## config.mk

```make
export PLATFORM = sky130hd
export DESIGN_NAME = gsp_regs
export DESIGN_NICKNAME = d
export VERILOG_FILES = /design/src/gain_scheduled_pid_step_macros.svh /design/src/gsp_pkg.sv /design/src/gsp_regs.sv
export SDC_FILE = /design/constraint.sdc
export NUM_CORES = 1
export LEC_CHECK = 0
export BUFFER_PORTS_ARGS = -buffer_cell sky130_fd_sc_hd__buf_2
export CORE_MARGIN = 1.5
export CORE_UTILIZATION = 48
export DETAILED_ROUTE_END_ITERATION = 8
export HOLD_SLACK_MARGIN = 0.15
export PLACE_DENSITY = 0.82
export RECOVER_POWER = 25
export SYNTH_ARGS = -nofsm -noshare
export SYNTH_HDL_FRONTEND = slang
export SYNTH_SLANG_ARGS = --single-unit
```

## constraint.sdc

```tcl
create_clock -name clk -period 1.3 [get_ports clk]
set_input_delay 0 -clock clk [delete_from_list [all_inputs] [get_ports clk]]
set_output_delay 0 -clock clk [all_outputs]
set_load 0.02 [all_outputs]
```

## src/gain_scheduled_pid_step_macros.svh

```systemverilog
// Assertion macros shared by the gain-scheduled PID step modules
`ifndef GAIN_SCHEDULED_PID_STEP_MACROS_SVH
`define GAIN_SCHEDULED_PID_STEP_MACROS_SVH

// Same-cycle implication, checked outside reset
`define GSP_ASSERT_NOW(lbl, ante, cons, msg) \
  lbl: assert property (@(posedge clk) disable iff (!rst_n) (ante) |-> (cons)) \
    else $error(msg);

// Next-cycle implication, checked outside reset
`define GSP_ASSERT_NEXT(lbl, ante, cons, msg) \
  lbl: assert property (@(posedge clk) disable iff (!rst_n) (ante) |=> (cons)) \
    else $error(msg);

`endif

```

## src/gsp_pkg.sv

```systemverilog
// Types and constants of the gain-scheduled PID step
package gsp_pkg;

  localparam int APB_AW = 5;

  typedef struct packed {
    logic signed [15:0] target;
    logic signed [15:0] measured;
  } gsp_in_t;

  typedef struct packed {
    logic        [13:0] drive;
    logic signed [31:0] p_term;
    logic signed [31:0] i_term;
    logic signed [31:0] d_term;
  } gsp_out_t;

  typedef struct packed {
    logic [15:0] kp_gain;
    logic [15:0] ki_gain;
    logic [15:0] kd_gain;
    logic [13:0] out_min;
    logic [13:0] out_max;
  } gsp_cfg_t;

  typedef enum logic [2:0] {
    REG_KP   = 3'd0,
    REG_KI   = 3'd1,
    REG_KD   = 3'd2,
    REG_OMIN = 3'd3,
    REG_OMAX = 3'd4
  } gsp_reg_t;

  typedef enum logic [1:0] {
    TERM_P = 2'd0,
    TERM_I = 2'd1,
    TERM_D = 2'd2
  } gsp_term_t;

  typedef enum logic [3:0] {
    S_IDLE,
    S_ERR,
    S_DELTA,
    S_SCALE,
    S_GAIN,
    S_PROD,
    S_TERM,
    S_SUM,
    S_LOAD
  } gsp_state_t;

  typedef struct packed {
    logic      cap_in;
    logic      calc_err;
    logic      calc_delta;
    logic      calc_scale;
    logic      gain_mul;
    logic      prod_mul;
    logic      term_wr;
    gsp_term_t term_sel;
    logic      sum;
    logic      load;
  } gsp_cmd_t;

  typedef struct packed {
    logic out_free;
  } gsp_stat_t;

  localparam logic [15:0] KP_RESET   = 16'd2560;
  localparam logic [15:0] KI_RESET   = 16'd51;
  localparam logic [15:0] KD_RESET   = 16'd8000;
  localparam logic [13:0] OMIN_RESET = 14'd16;
  localparam logic [13:0] OMAX_RESET = 14'd16000;

  // Rule thresholds in Q.4
  localparam logic [16:0] E_SMALL_TH  = 17'd80;
  localparam logic [16:0] E_LARGE_TH  = 17'd240;
  localparam logic [17:0] DE_SMALL_TH = 18'd32;
  localparam logic [17:0] DE_LARGE_TH = 18'd80;

  // Scales in Q1.8, KD_BASE in Q2.8
  localparam logic [8:0] SCALE_1P2  = 9'd307;
  localparam logic [8:0] SCALE_1P1  = 9'd282;
  localparam logic [8:0] SCALE_0P9  = 9'd230;
  localparam logic [8:0] SCALE_0P7  = 9'd179;
  localparam logic [8:0] SCALE_0P85 = 9'd218;
  localparam logic [8:0] SCALE_ONE  = 9'd256;
  localparam logic [9:0] KD_BASE    = 10'd512;
  localparam logic [8:0] KI_BASE    = 9'd384;
  localparam logic [8:0] KI_HIGH    = 9'd128;

  localparam int FRAC_SHIFT = 14;

endpackage

```

## src/gsp_regs.sv

```systemverilog
// Configuration register bank behind the APB-style port
module gsp_regs
  import gsp_pkg::*;
(
  input  logic              clk,
  input  logic              rst_n,
  input  logic              psel,
  input  logic              penable,
  input  logic              pwrite,
  input  logic [APB_AW-1:0] paddr,
  input  logic [31:0]       pwdata,
  output logic [31:0]       prdata,
  output gsp_cfg_t          cfg
);

  gsp_cfg_t cfg_r;
  gsp_reg_t reg_sel;

  assign reg_sel = gsp_reg_t'(paddr[APB_AW-1:2]);
  assign cfg     = cfg_r;

  always_ff @(posedge clk) begin
    if (!rst_n) begin
      cfg_r.kp_gain <= KP_RESET;
      cfg_r.ki_gain <= KI_RESET;
      cfg_r.kd_gain <= KD_RESET;
      cfg_r.out_min <= OMIN_RESET;
      cfg_r.out_max <= OMAX_RESET;
    end else if (psel && penable && pwrite) begin
      case (reg_sel)
        REG_KP:   cfg_r.kp_gain <= pwdata[15:0];
        REG_KI:   cfg_r.ki_gain <= pwdata[15:0];
        REG_KD:   cfg_r.kd_gain <= pwdata[15:0];
        REG_OMIN: cfg_r.out_min <= pwdata[13:0];
        REG_OMAX: cfg_r.out_max <= pwdata[13:0];
        default: ;
      endcase
    end
  end

  always_comb begin
    case (reg_sel)
      REG_KP:   prdata = {16'd0, cfg_r.kp_gain};
      REG_KI:   prdata = {16'd0, cfg_r.ki_gain};
      REG_KD:   prdata = {16'd0, cfg_r.kd_gain};
      REG_OMIN: prdata = {18'd0, cfg_r.out_min};
      REG_OMAX: prdata = {18'd0, cfg_r.out_max};
      default:  prdata = 32'd0;
    endcase
  end

endmodule

```

-- Yosys cells after proc, flatten, opt, wreduce, memory -nomap -nowiden
Index checks and enable logic that the tools add are counted.
- equality and inequality tests: 4
- multiplexer cells: 1
- reductions and logical operators: 8
- operator list (cell ; count):
    case mux 16 bit (5 select lines) ; 1
    AND reduction 2 bit ; 5
    equality test 3 x 2 -> 1 bit (second input constant) ; 2
    equality test 3 x 1 -> 1 bit (second input constant) ; 1
    equality test 3 bit (second input constant) ; 1
    zero test 3 bit ; 1
    logical AND 1 bit ; 2
- register bits after elaboration: 76
- input port bits: 42

-- Longest topological paths before layout
- word-level depth: 3
- mapped depth: 6
- gate-level depth less buffers: 3

-- Least setup slack after synthesis
OpenSTA, ideal clock, no wires.
- path kind: reg2out
- from: register cfg_r (netlist bit cfg[58])
- to: output port prdata[14]
- data arrival time: 1173 ps
- stages on the path, launching flop included: 4
- setup slack: 127 ps
- required time: 1300 ps
- cell sequence: dfxtp_1 mux2i_1 or2_2 a21oi_1
- word-level cells in the longest chain between the ends: 1
- RTL lines (what ; RTL line ; text):
    start, declared ; gsp_regs.sv:16 ; gsp_cfg_t cfg_r;
    case mux 16 bit (5 select lines) ; gsp_regs.sv:42 ; case (reg_sel)
    end, declared ; gsp_regs.sv:12 ; output logic [31:0] prdata,
Every way passes these cells.

-- Worst setup path in the final report
- from: register cfg_r (netlist bit cfg[30])
- to: output port prdata[2]
The elaborated chain is that of the path after synthesis.

==> results.json <==
{
  "floorplan.initialDensity_pct": 50.0,
  "fin_nets": 606,
  "finalHoldViolations": 0,
  "ir_drop_uv": 493,
  "cts_buffers": 9,
  "clock_latency_ns": 0.35,
  "synth_largest_area_cell": "dfxtp_1",
  "clock.fmax_mhz": 728,
  "htreeDepth": 3,
  "cts_sinks": 76,
  "wl_per_cell_um": 17.5,
  "synth-async-reset-ratio_pct": 0,
  "gp_congestion": 0.826,
  "io_buffers": 115,
  "coreArea_mm2": 0.00729,
  "diodes": 0,
  "cp_slowest_cell": "dfxtp_2",
  "antenna_found_initial": 0,
  "end_kind": "primary output",
  "synth_top_family_by_area": "multiplexers",
  "synth_seq_cells": 76,
  "hold_buffers": 20,
  "vias_per_cell": 5.49,
  "die_w_um": 90.2,
  "yosys_warnings": 0,
  "ant_nets": 0,
  "postSynthAreaPerCell_um2": 9.33,
  "synthCells": 391,
  "top_level_ports": 150,
  "grt_pass1_vias": 3532,
  "grt_setup_unrepaired": "yes",
  "grt_usage_pct": 28.1,
  "netlist.area_leader.share_pct": 41.7,
  "cts_buffer_depth": 2,
  "critPathBufInv": 1,
  "post-route-period-util_pct": 106,
  "status": "finished with violations",
  "fin_ws_ns": -0.0743,
  "dpl.hpwl_um": 7340,
  "cts_root_buf": "clkbuf_8",
  "synthMuxAreaShare_pct": 22.4,
  "grt_pass1_wl_um": 17900,
  "crit_required_ns": 1.30,
  "synth_edf_count": 0,
  "routed_wl_um": 11700,
  "clk_pin_slew_ns": 0.08,
  "synthFlopType": "dfxtp_1",
  "synth_xor_area_share_pct": 0,
  "final_area_mm2": 0.00519,
  "worst_hold_slack_ns": 0.114,
  "netlist_area_mm2": 0.00365,
  "startpoint_type": "flip-flop",
  "cp_data_arrival_time_ns": 1.37,
  "synth-simple-area-share_pct": 14.3,
  "setup_viol": 15,
  "max_stage_delay_ns": 0.32,
  "powerDensity_mw_per_mm2": 907,
  "synth_cell_types": 32,
  "fp.dieArea_mm2": 0.00813,
  "largest_reg_flops": 76,
  "fin_crit_ns": 1.37,
  "cts_tree": "done",
  "fin_skew_ns": 0,
  "final_max_slew_viol_count": 0,
  "maxCapViolCount": 0,
  "dr.pass1.iters": 5,
  "violations": "setup timing",
  "synth_area_leaders": "dfxtp_1 42%, mux2i_1 18%, nand2_1 7.8%",
  "final_core_util_pct": 71.2,
  "drc_errors": 0,
  "fp.dieH_um": 90.2,
  "crit_path_cell_trace": "mux2_4, a22oi_2, o22ai_2, buf_6",
  "synthAdderAreaFrac_pct": 0,
  "power_leakage_nw": 2.40,
  "yosysSeqAreaShare_pct": 41.7,
  "critical_path_class": "flip-flop to primary output",
  "grt_overflow": 0,
  "cp_top_family": "flip-flops",
  "syn2layout_area_growth_pct": 42.3,
  "synth.top_cells.by_count": "76 x dfxtp_1, 76 x nand2_1, 67 x mux2i_1",
  "drive_above_1_share_pct": 42.5,
  "dpl-instance-area_mm2": 0.00440,
  "grt_max_degree": 50,
  "worstHoldPathType": "primary input to flip-flop",
  "synth_compound_gate_area_share_pct": 11.5,
  "drt_iter0_drc": 243,
  "cp_max_fo": 2,
  "placementRows": 31,
  "finalPower_mw": 4.71,
  "vias": 3664
}
-- final cells by class --
class                           instances  area (µm²)
Tap cell                               99         124
Clock buffer                           12         165
Fill cell                             558        2100
Inverter                               13        48.8
Sequential cell                        76        1560
Multi-Input combinational cell        267        1950
Clock inverter                          4        22.5
Timing Repair Buffer                  197        1310
-- what timing repair did --
item	CTS	global route
pin swaps	21	12
gates resized for setup	66	19
buffers inserted	22	6
hold endpoints to repair	76	1
setup endpoints to repair	16	16
gates cloned	0	0
-- through the flow --
step	setup TNS, ns	std cells	setup slack (ns)
after floorplan	0	406	0.127
after global routing	-1.21	668	-0.101
after detailed placement	0	604	0.00339
final	-0.572	668	-0.0743
after CTS	-0.578	662	-0.0711
after global placement	0	604	0.0268
-- placed cells by master, fill, tap and decap left out, drive strengths merged, types with 2 or more instances in the layout --
master,n
o31ai,2
mux2i,67
buf,153
conb,16
dfxtp,76
o22ai,13
dlygate4sd3,20
a22oi,26
mux2,13
clkbuf,36
nor2b,13
nand2,76
a21oi,2
or2,2
o211ai,13
clkinv,3
nand4b,4
inv,13
nand3,8
-- path summary, 6_finish.rpt --
kind             from        end  slack (ns)  cells after the start
max           cfg[30]  prdata[2]       -0.07                      4
min          paddr[2]    cfg[13]        0.11                      4
max reg2reg    cfg[7]     cfg[7]        0.11                      3
min reg2reg   cfg[29]    cfg[29]        0.47                      2
-- cells by family (layout without fill, tap and decap cells) --
group           after synthesis  in the layout
simple gates                112            112
other cells                   1             16
flops                        76             76
mux                          80             80
compound gates               59             59
buf+inv                      63            226
-- worst register-to-register path, cell delays in order (launching register included) --
cell and delay (ns):
dfxtp_1 0.33, o31ai_1 0.06, dlygate4sd3_1 0.59, o211ai_1 0.09
-- per-layer routing --
layer	part of all wire, %	track usage (%)	wire length [µm]
met1	41	33.2	4800
met3	7.7	7.87	897
met5	0	0	0
met4	1.8	9.39	205
met2	49	48.7	5780
-- power by group --
part,internal [mW],switching (mW)
clock network,0.839,0.858
logic,0.262,0.387
registers,2.35,0.0158
total,3.45,1.26
Note: power is estimated with default switching activity, not from simulation.
