## config.mk

```make
export PLATFORM = sky130hd
export DESIGN_NAME = gsp_ctrl
export DESIGN_NICKNAME = d
export VERILOG_FILES = /design/src/gsp_pkg.sv /design/src/gsp_ctrl.sv
export VERILOG_INCLUDE_DIRS = /design/src /design/src/src
export SDC_FILE = /design/constraint.sdc
export NUM_CORES = 1
export LEC_CHECK = 0
export BUFFER_PORTS_ARGS = -buffer_cell sky130_fd_sc_hd__buf_2
export CORE_AREA = 4 4 41 43
export CTS_CLUSTER_SIZE = 25
export DETAILED_ROUTE_END_ITERATION = 10
export DIE_AREA = 0 0 45 47
export HOLD_SLACK_MARGIN = 0.02
export PLACE_DENSITY = 0.64
export SYNTH_ARGS = -nofsm -noshare
export SYNTH_HDL_FRONTEND = slang
export SYNTH_SLANG_ARGS = --single-unit
```

## constraint.sdc

```tcl
create_clock -name clk -period 3.5 [get_ports clk]
set_clock_uncertainty 0.2 [all_clocks]
set_input_delay 0.175 -clock clk [delete_from_list [all_inputs] [get_ports clk]]
set_output_delay 0.175 -clock clk [all_outputs]
set_load 0.01 [all_outputs]
```

## src/gain_scheduled_pid_step_macros.svh

```systemverilog
// Assertion macros shared by the gain-scheduled PID step modules
`ifndef GAIN_SCHEDULED_PID_STEP_MACROS_SVH
`define GAIN_SCHEDULED_PID_STEP_MACROS_SVH

// Same-cycle implication, checked outside reset
`define GSP_ASSERT_NOW(lbl, ante, cons, msg) \
  lbl: assert property (@(posedge clk) disable iff (!rst_n) (ante) |-> (cons)) \
    else $error(msg);

// Next-cycle implication, checked outside reset
`define GSP_ASSERT_NEXT(lbl, ante, cons, msg) \
  lbl: assert property (@(posedge clk) disable iff (!rst_n) (ante) |=> (cons)) \
    else $error(msg);

`endif

```

## src/gsp_pkg.sv

```systemverilog
// Types and constants of the gain-scheduled PID step
package gsp_pkg;

  localparam int APB_AW = 5;

  typedef struct packed {
    logic signed [15:0] target;
    logic signed [15:0] measured;
  } gsp_in_t;

  typedef struct packed {
    logic        [13:0] drive;
    logic signed [31:0] p_term;
    logic signed [31:0] i_term;
    logic signed [31:0] d_term;
  } gsp_out_t;

  typedef struct packed {
    logic [15:0] kp_gain;
    logic [15:0] ki_gain;
    logic [15:0] kd_gain;
    logic [13:0] out_min;
    logic [13:0] out_max;
  } gsp_cfg_t;

  typedef enum logic [2:0] {
    REG_KP   = 3'd0,
    REG_KI   = 3'd1,
    REG_KD   = 3'd2,
    REG_OMIN = 3'd3,
    REG_OMAX = 3'd4
  } gsp_reg_t;

  typedef enum logic [1:0] {
    TERM_P = 2'd0,
    TERM_I = 2'd1,
    TERM_D = 2'd2
  } gsp_term_t;

  typedef enum logic [3:0] {
    S_IDLE,
    S_ERR,
    S_DELTA,
    S_SCALE,
    S_GAIN,
    S_PROD,
    S_TERM,
    S_SUM,
    S_LOAD
  } gsp_state_t;

  typedef struct packed {
    logic      cap_in;
    logic      calc_err;
    logic      calc_delta;
    logic      calc_scale;
    logic      gain_mul;
    logic      prod_mul;
    logic      term_wr;
    gsp_term_t term_sel;
    logic      sum;
    logic      load;
  } gsp_cmd_t;

  typedef struct packed {
    logic out_free;
  } gsp_stat_t;

  localparam logic [15:0] KP_RESET   = 16'd2560;
  localparam logic [15:0] KI_RESET   = 16'd51;
  localparam logic [15:0] KD_RESET   = 16'd8000;
  localparam logic [13:0] OMIN_RESET = 14'd16;
  localparam logic [13:0] OMAX_RESET = 14'd16000;

  // Rule thresholds in Q.4
  localparam logic [16:0] E_SMALL_TH  = 17'd80;
  localparam logic [16:0] E_LARGE_TH  = 17'd240;
  localparam logic [17:0] DE_SMALL_TH = 18'd32;
  localparam logic [17:0] DE_LARGE_TH = 18'd80;

  // Scales in Q1.8, KD_BASE in Q2.8
  localparam logic [8:0] SCALE_1P2  = 9'd307;
  localparam logic [8:0] SCALE_1P1  = 9'd282;
  localparam logic [8:0] SCALE_0P9  = 9'd230;
  localparam logic [8:0] SCALE_0P7  = 9'd179;
  localparam logic [8:0] SCALE_0P85 = 9'd218;
  localparam logic [8:0] SCALE_ONE  = 9'd256;
  localparam logic [9:0] KD_BASE    = 10'd512;
  localparam logic [8:0] KI_BASE    = 9'd384;
  localparam logic [8:0] KI_HIGH    = 9'd128;

  localparam int FRAC_SHIFT = 14;

endpackage

```

## src/gsp_ctrl.sv

```systemverilog
// Sequencer of the PID step: one item at a time through the shared multipliers
module gsp_ctrl
  import gsp_pkg::*;
(
  input  logic      clk,
  input  logic      rst_n,
  input  logic      in_valid,
  output logic      in_ready,
  input  gsp_stat_t stat,
  output gsp_cmd_t  cmd
);

`include "gain_scheduled_pid_step_macros.svh"

  gsp_state_t state_r, state_nxt;
  gsp_term_t  term_r, term_nxt;

  always_ff @(posedge clk) begin
    if (!rst_n) begin
      state_r <= S_IDLE;
      term_r  <= TERM_P;
    end else begin
      state_r <= state_nxt;
      term_r  <= term_nxt;
    end
  end

  always_comb begin
    state_nxt = state_r;
    term_nxt  = term_r;
    case (state_r)
      S_IDLE:  if (in_valid) state_nxt = S_ERR;
      S_ERR:   state_nxt = S_DELTA;
      S_DELTA: state_nxt = S_SCALE;
      S_SCALE: begin
        state_nxt = S_GAIN;
        term_nxt  = TERM_P;
      end
      S_GAIN:  state_nxt = S_PROD;
      S_PROD:  state_nxt = S_TERM;
      S_TERM: begin
        case (term_r)
          TERM_P: begin
            term_nxt  = TERM_I;
            state_nxt = S_GAIN;
          end
          TERM_I: begin
            term_nxt  = TERM_D;
            state_nxt = S_GAIN;
          end
          default: begin
            term_nxt  = TERM_P;
            state_nxt = S_SUM;
          end
        endcase
      end
      S_SUM:   state_nxt = S_LOAD;
      // hold until the output register can take the beat
      S_LOAD:  if (stat.out_free) state_nxt = S_IDLE;
      default: state_nxt = S_IDLE;
    endcase
  end

  always_comb begin
    cmd          = '0;
    cmd.term_sel = term_r;
    in_ready     = 1'b0;
    case (state_r)
      S_IDLE: begin
        in_ready   = 1'b1;
        cmd.cap_in = in_valid;
      end
      S_ERR:   cmd.calc_err   = 1'b1;
      S_DELTA: cmd.calc_delta = 1'b1;
      S_SCALE: cmd.calc_scale = 1'b1;
      S_GAIN:  cmd.gain_mul   = 1'b1;
      S_PROD:  cmd.prod_mul   = 1'b1;
      S_TERM:  cmd.term_wr    = 1'b1;
      S_SUM:   cmd.sum        = 1'b1;
      S_LOAD:  cmd.load       = stat.out_free;
      default: ;
    endcase
  end

  `GSP_ASSERT_NEXT(a_accept_starts, in_valid && in_ready, state_r == S_ERR, "accepted beat did not start work")
  `GSP_ASSERT_NEXT(a_last_term_sums, (state_r == S_TERM) && (term_r == TERM_D), state_r == S_SUM, "sum not reached after derivative term")

endmodule

```

; ---- Word level (Yosys, flattened, before mapping)
; Cells that the tools add are included.
[op_classes]
n_eq_ne = 11
n_mux = 16
n_reduce_logical = 5
[ops]
columns = operator, count
row1 = one-hot mux 4 bit (9 select lines), 1
row2 = == test 4 x 3 -> 1 bit (second input constant), 4
row3 = two-way mux 1 bit, 10
row4 = == test 4 x 2 -> 1 bit (second input constant), 2
row5 = two-way mux 4 bit, 2
row6 = one-hot mux 2 bit (2 select lines), 2
row7 = == test 4 x 1 -> 1 bit (second input constant), 1
row8 = == test 4 bit (second input constant), 1
row9 = zero test 4 bit, 1
row10 = != test 2 bit (second input constant), 2
row11 = == test 2 x 1 -> 1 bit (second input constant), 1
row12 = zero test 2 bit, 1
row13 = two-way mux 2 bit, 1
row14 = AND reduction 2 bit, 1
row15 = nonzero test 2 bit, 1
row16 = OR reduction 2 bit, 1
[totals]
ff_bits = 6
output_inout_bits = 12
input_bits = 4

; ---- Longest topological paths before layout
[depth]
depth_word = 4
mapped_depth = 4
ltp_nobuf = 3

; ---- Least setup slack after synthesis
; No wires, ideal clock.
[synth_timing]
path_kind = flip-flop to output port
from = register state_r[2]
to = output port cmd[10] (netlist name)
path_buffers = 1
slack_ns = 2.104
stages_incl_launch_ff = 4
required_ns = 3.125
arrival_time_ns = 1.021
cell_sequence = dfxtp_1 buf_6 nor4_4 and2_1
[synth_rtl]
columns = element, line
row1 = from (decl), gsp_ctrl.sv:15  ; gsp_state_t state_r, state_nxt;
row2 = from (signal assigned), gsp_ctrl.sv:23  ; state_r <= state_nxt;
row3 = to (decl), gsp_ctrl.sv:10  ; output gsp_cmd_t cmd

==> reports/metrics.cfg <==
[floorplanning]
dieArea_um2=2120
die_w_um=45
ioPinCount=16
core_area_um2=1300
initial_core_util_pct=30.6
die_h_um=47
rows=13

[timing]
hold_viol_final=0
finalMaxSlewViolations=0
fmax_mhz=532
period_share_pct=53.7
rsz0062_at_grt=false
worstMarginPinSlew_ns=0.436
period_minus_slack_ns=1.88
hold_ws_ns=0.0248
finalSetupTns_ns=0
max-slew-margin-rel_pct=70.9
setup_viol_count_final=0
fin_ws_ns=1.62

[synth]
synth_largest_area_cell=dfxtp_1
ys_ff_latch=6
netlist-cell-type-count=22
syn_nets=53
yosysWarnings=0
netlist_area_um2=398
syn_area_per_cell_um2=8.12
synth-seq-area-share_pct=30.2
synthArstFlopShare_pct=0
synthFlopType=dfxtp_1
netlist_instances=49
synth_area_leaders=dfxtp_1 (30%), nand2b_1 (6.3%), nor3_1 (6.3%)
synth_enable_flop_cells=0
synth_top_area_share_pct=30.2

[clock_tree]
cts_buffers=3
clk_pin_slew_ns=0.05
clock_path_buffers=2
cts_tree=done
clock-root-buffer=clkbuf_4
cts_resized=0
ctsHtreeMaxLevel=1
clock-sinks=6
clock_latency_ns=0.25

[placed_design]
place_ws_ns=1.89
gp_congestion=0.850
placedCellCount=75
hpwl_um=714
port-buffer-count=15

[setup_path]
path_cells=nand2b_1 > or2_1 > inv_1 > buf_2
cp.depth=4
crit_type=register to output pin
endpoint_kind=output pin
critPathLaunchType=register
critPathTopFamily=flip-flops
arrival_ns=1.50
crit_buf_inv=2
worst_ep_required_time_ns=3.12
cpMaxStageDelayCell=dfxtp_1
slowest_delay_ns=0.58
rr_worst_depth=3
cp_max_fo=11

[global_route]
overflow=0
grt_max_degree=12
antenna_found_initial=0
track_usage_pct=10.3
grt_pass1_vias=375
grt_first_pass_wirelength_um=1500

[min_path]
min_path_type=primary input to register
hold_depth=2

[cells_and_area]
syn_to_final_growth_pct=23.6
drive_gt1_share_pct=34.4
fillerInstances=153
antenna_cells=0
fin_nets=70
stdcell_count=79
final_util_pct=37.8

[pwr]
powerDensity_nw_per_um2=426
peakVddDrop_mv=0.131
leakagePower_uw=0.000226

[routing]
num_vias=391
drc=0
finalWirelength_um=937
wl_per_cell_um=11.9
ant_nets=0
drt_iter0_drc=6
dr.pass1.iters=4
avgViaCountPerCell=4.95

[status]
status=finished, final reports clean

[run]
max-cap-violations=0

[routing by layer]
metal / wire length (um) / global-route usage [%]
met5: 0 / 0
met4: 25 / 10.5
met3: 44 / 2.68
met2: 466 / 16.7
met1: 400 / 10.5
[where the power goes]
| part | switching (uW) | total [uW] | leakage [uW] | internal (uW) |
|---|---|---|---|---|
| Clock | 27.4 | 66.4 | 0.0000138 | 39.0 |
| Combinational | 25.6 | 54.2 | 0.000163 | 28.6 |
| Sequential | 15.3 | 88.9 | 0.0000489 | 73.7 |
| Total | 68.3 | 209 | 0.000226 | 141 |
[cells in the mapped netlist, types with 2 or more instances]
| cell type | number |
|---|---|
| nor4_1 | 2 |
| nand2b_1 | 4 |
| nor3_1 | 5 |
| inv_1 | 2 |
| o22ai_1 | 2 |
| dfxtp_1 | 6 |
| buf_6 | 2 |
| xnor2_1 | 2 |
| nor2_1 | 5 |
| nand2_1 | 6 |
| buf_2 | 2 |
[through the flow]
stage / power (uW) / cell area [um2]
3_3_place_gp: 144 / 459
4_1_cts: 213 / 492
2_1_floorplan: 131 / 398
5_1_grt: 220 / 492
6_report: 209 / 492
3_5_place_dp: 144 / 459
[what timing repair did]
item / in CTS / in global routing
endpoints found under the hold margin: 1 / 0
setup buffers: 0 / 0
hold buffers: 1 / 0
endpoints found under the setup margin: 0 / 0
[sequential cells by signal (all words and copies together), names as in the netlist]
register and count:
state_r 4, term_r 2
[worst paths after layout]
path	to	startpoint	slack, ns
worst max register to register	state_r[3]	state_r[3]	2.01
worst min register to register	term_r[0]	term_r[0]	0.30
worst max-delay path	cmd[4]	state_r[2]	1.62
worst min-delay path	state_r[3]	in_valid	0.02
[layout by cell type, fill, tap and decap left out, types with 2 or more instances in the layout]
| cell type | instances |
|---|---|
| buf_2 | 15 |
| clkbuf_4 | 3 |
| dfxtp_1 | 6 |
| inv_1 | 2 |
| nand2_1 | 6 |
| nand2b_1 | 4 |
| nor2_1 | 5 |
| nor3_1 | 5 |
| nor4_1 | 2 |
| o22ai_1 | 2 |
| xnor2_1 | 2 |
[kinds of logic after synthesis]
family | Yosys count | share of synthesized area, %
multiplexers | 1 | 3.77
buffers and inverters | 7 | 11.0
flip-flops | 6 | 30.2
XOR/XNOR | 2 | 4.40
AND/OR/NAND/NOR | 28 | 41.5
AO/OA/AOI/OAI | 5 | 9.12
[final cells by class]
| cell class | count | area [um2] | share of cell area [%] |
|---|---|---|---|
| Clock buffer | 3 | 22.5 | 4.58 |
| Inverter | 3 | 11.3 | 2.29 |
| Multi-Input combinational cell | 36 | 234 | 47.6 |
| Sequential cell | 6 | 120 | 24.4 |
| Tap cell | 15 | 18.8 | 3.82 |
| Timing Repair Buffer | 16 | 85.1 | 17.3 |
Note: power is estimated with default switching activity, not from simulation.
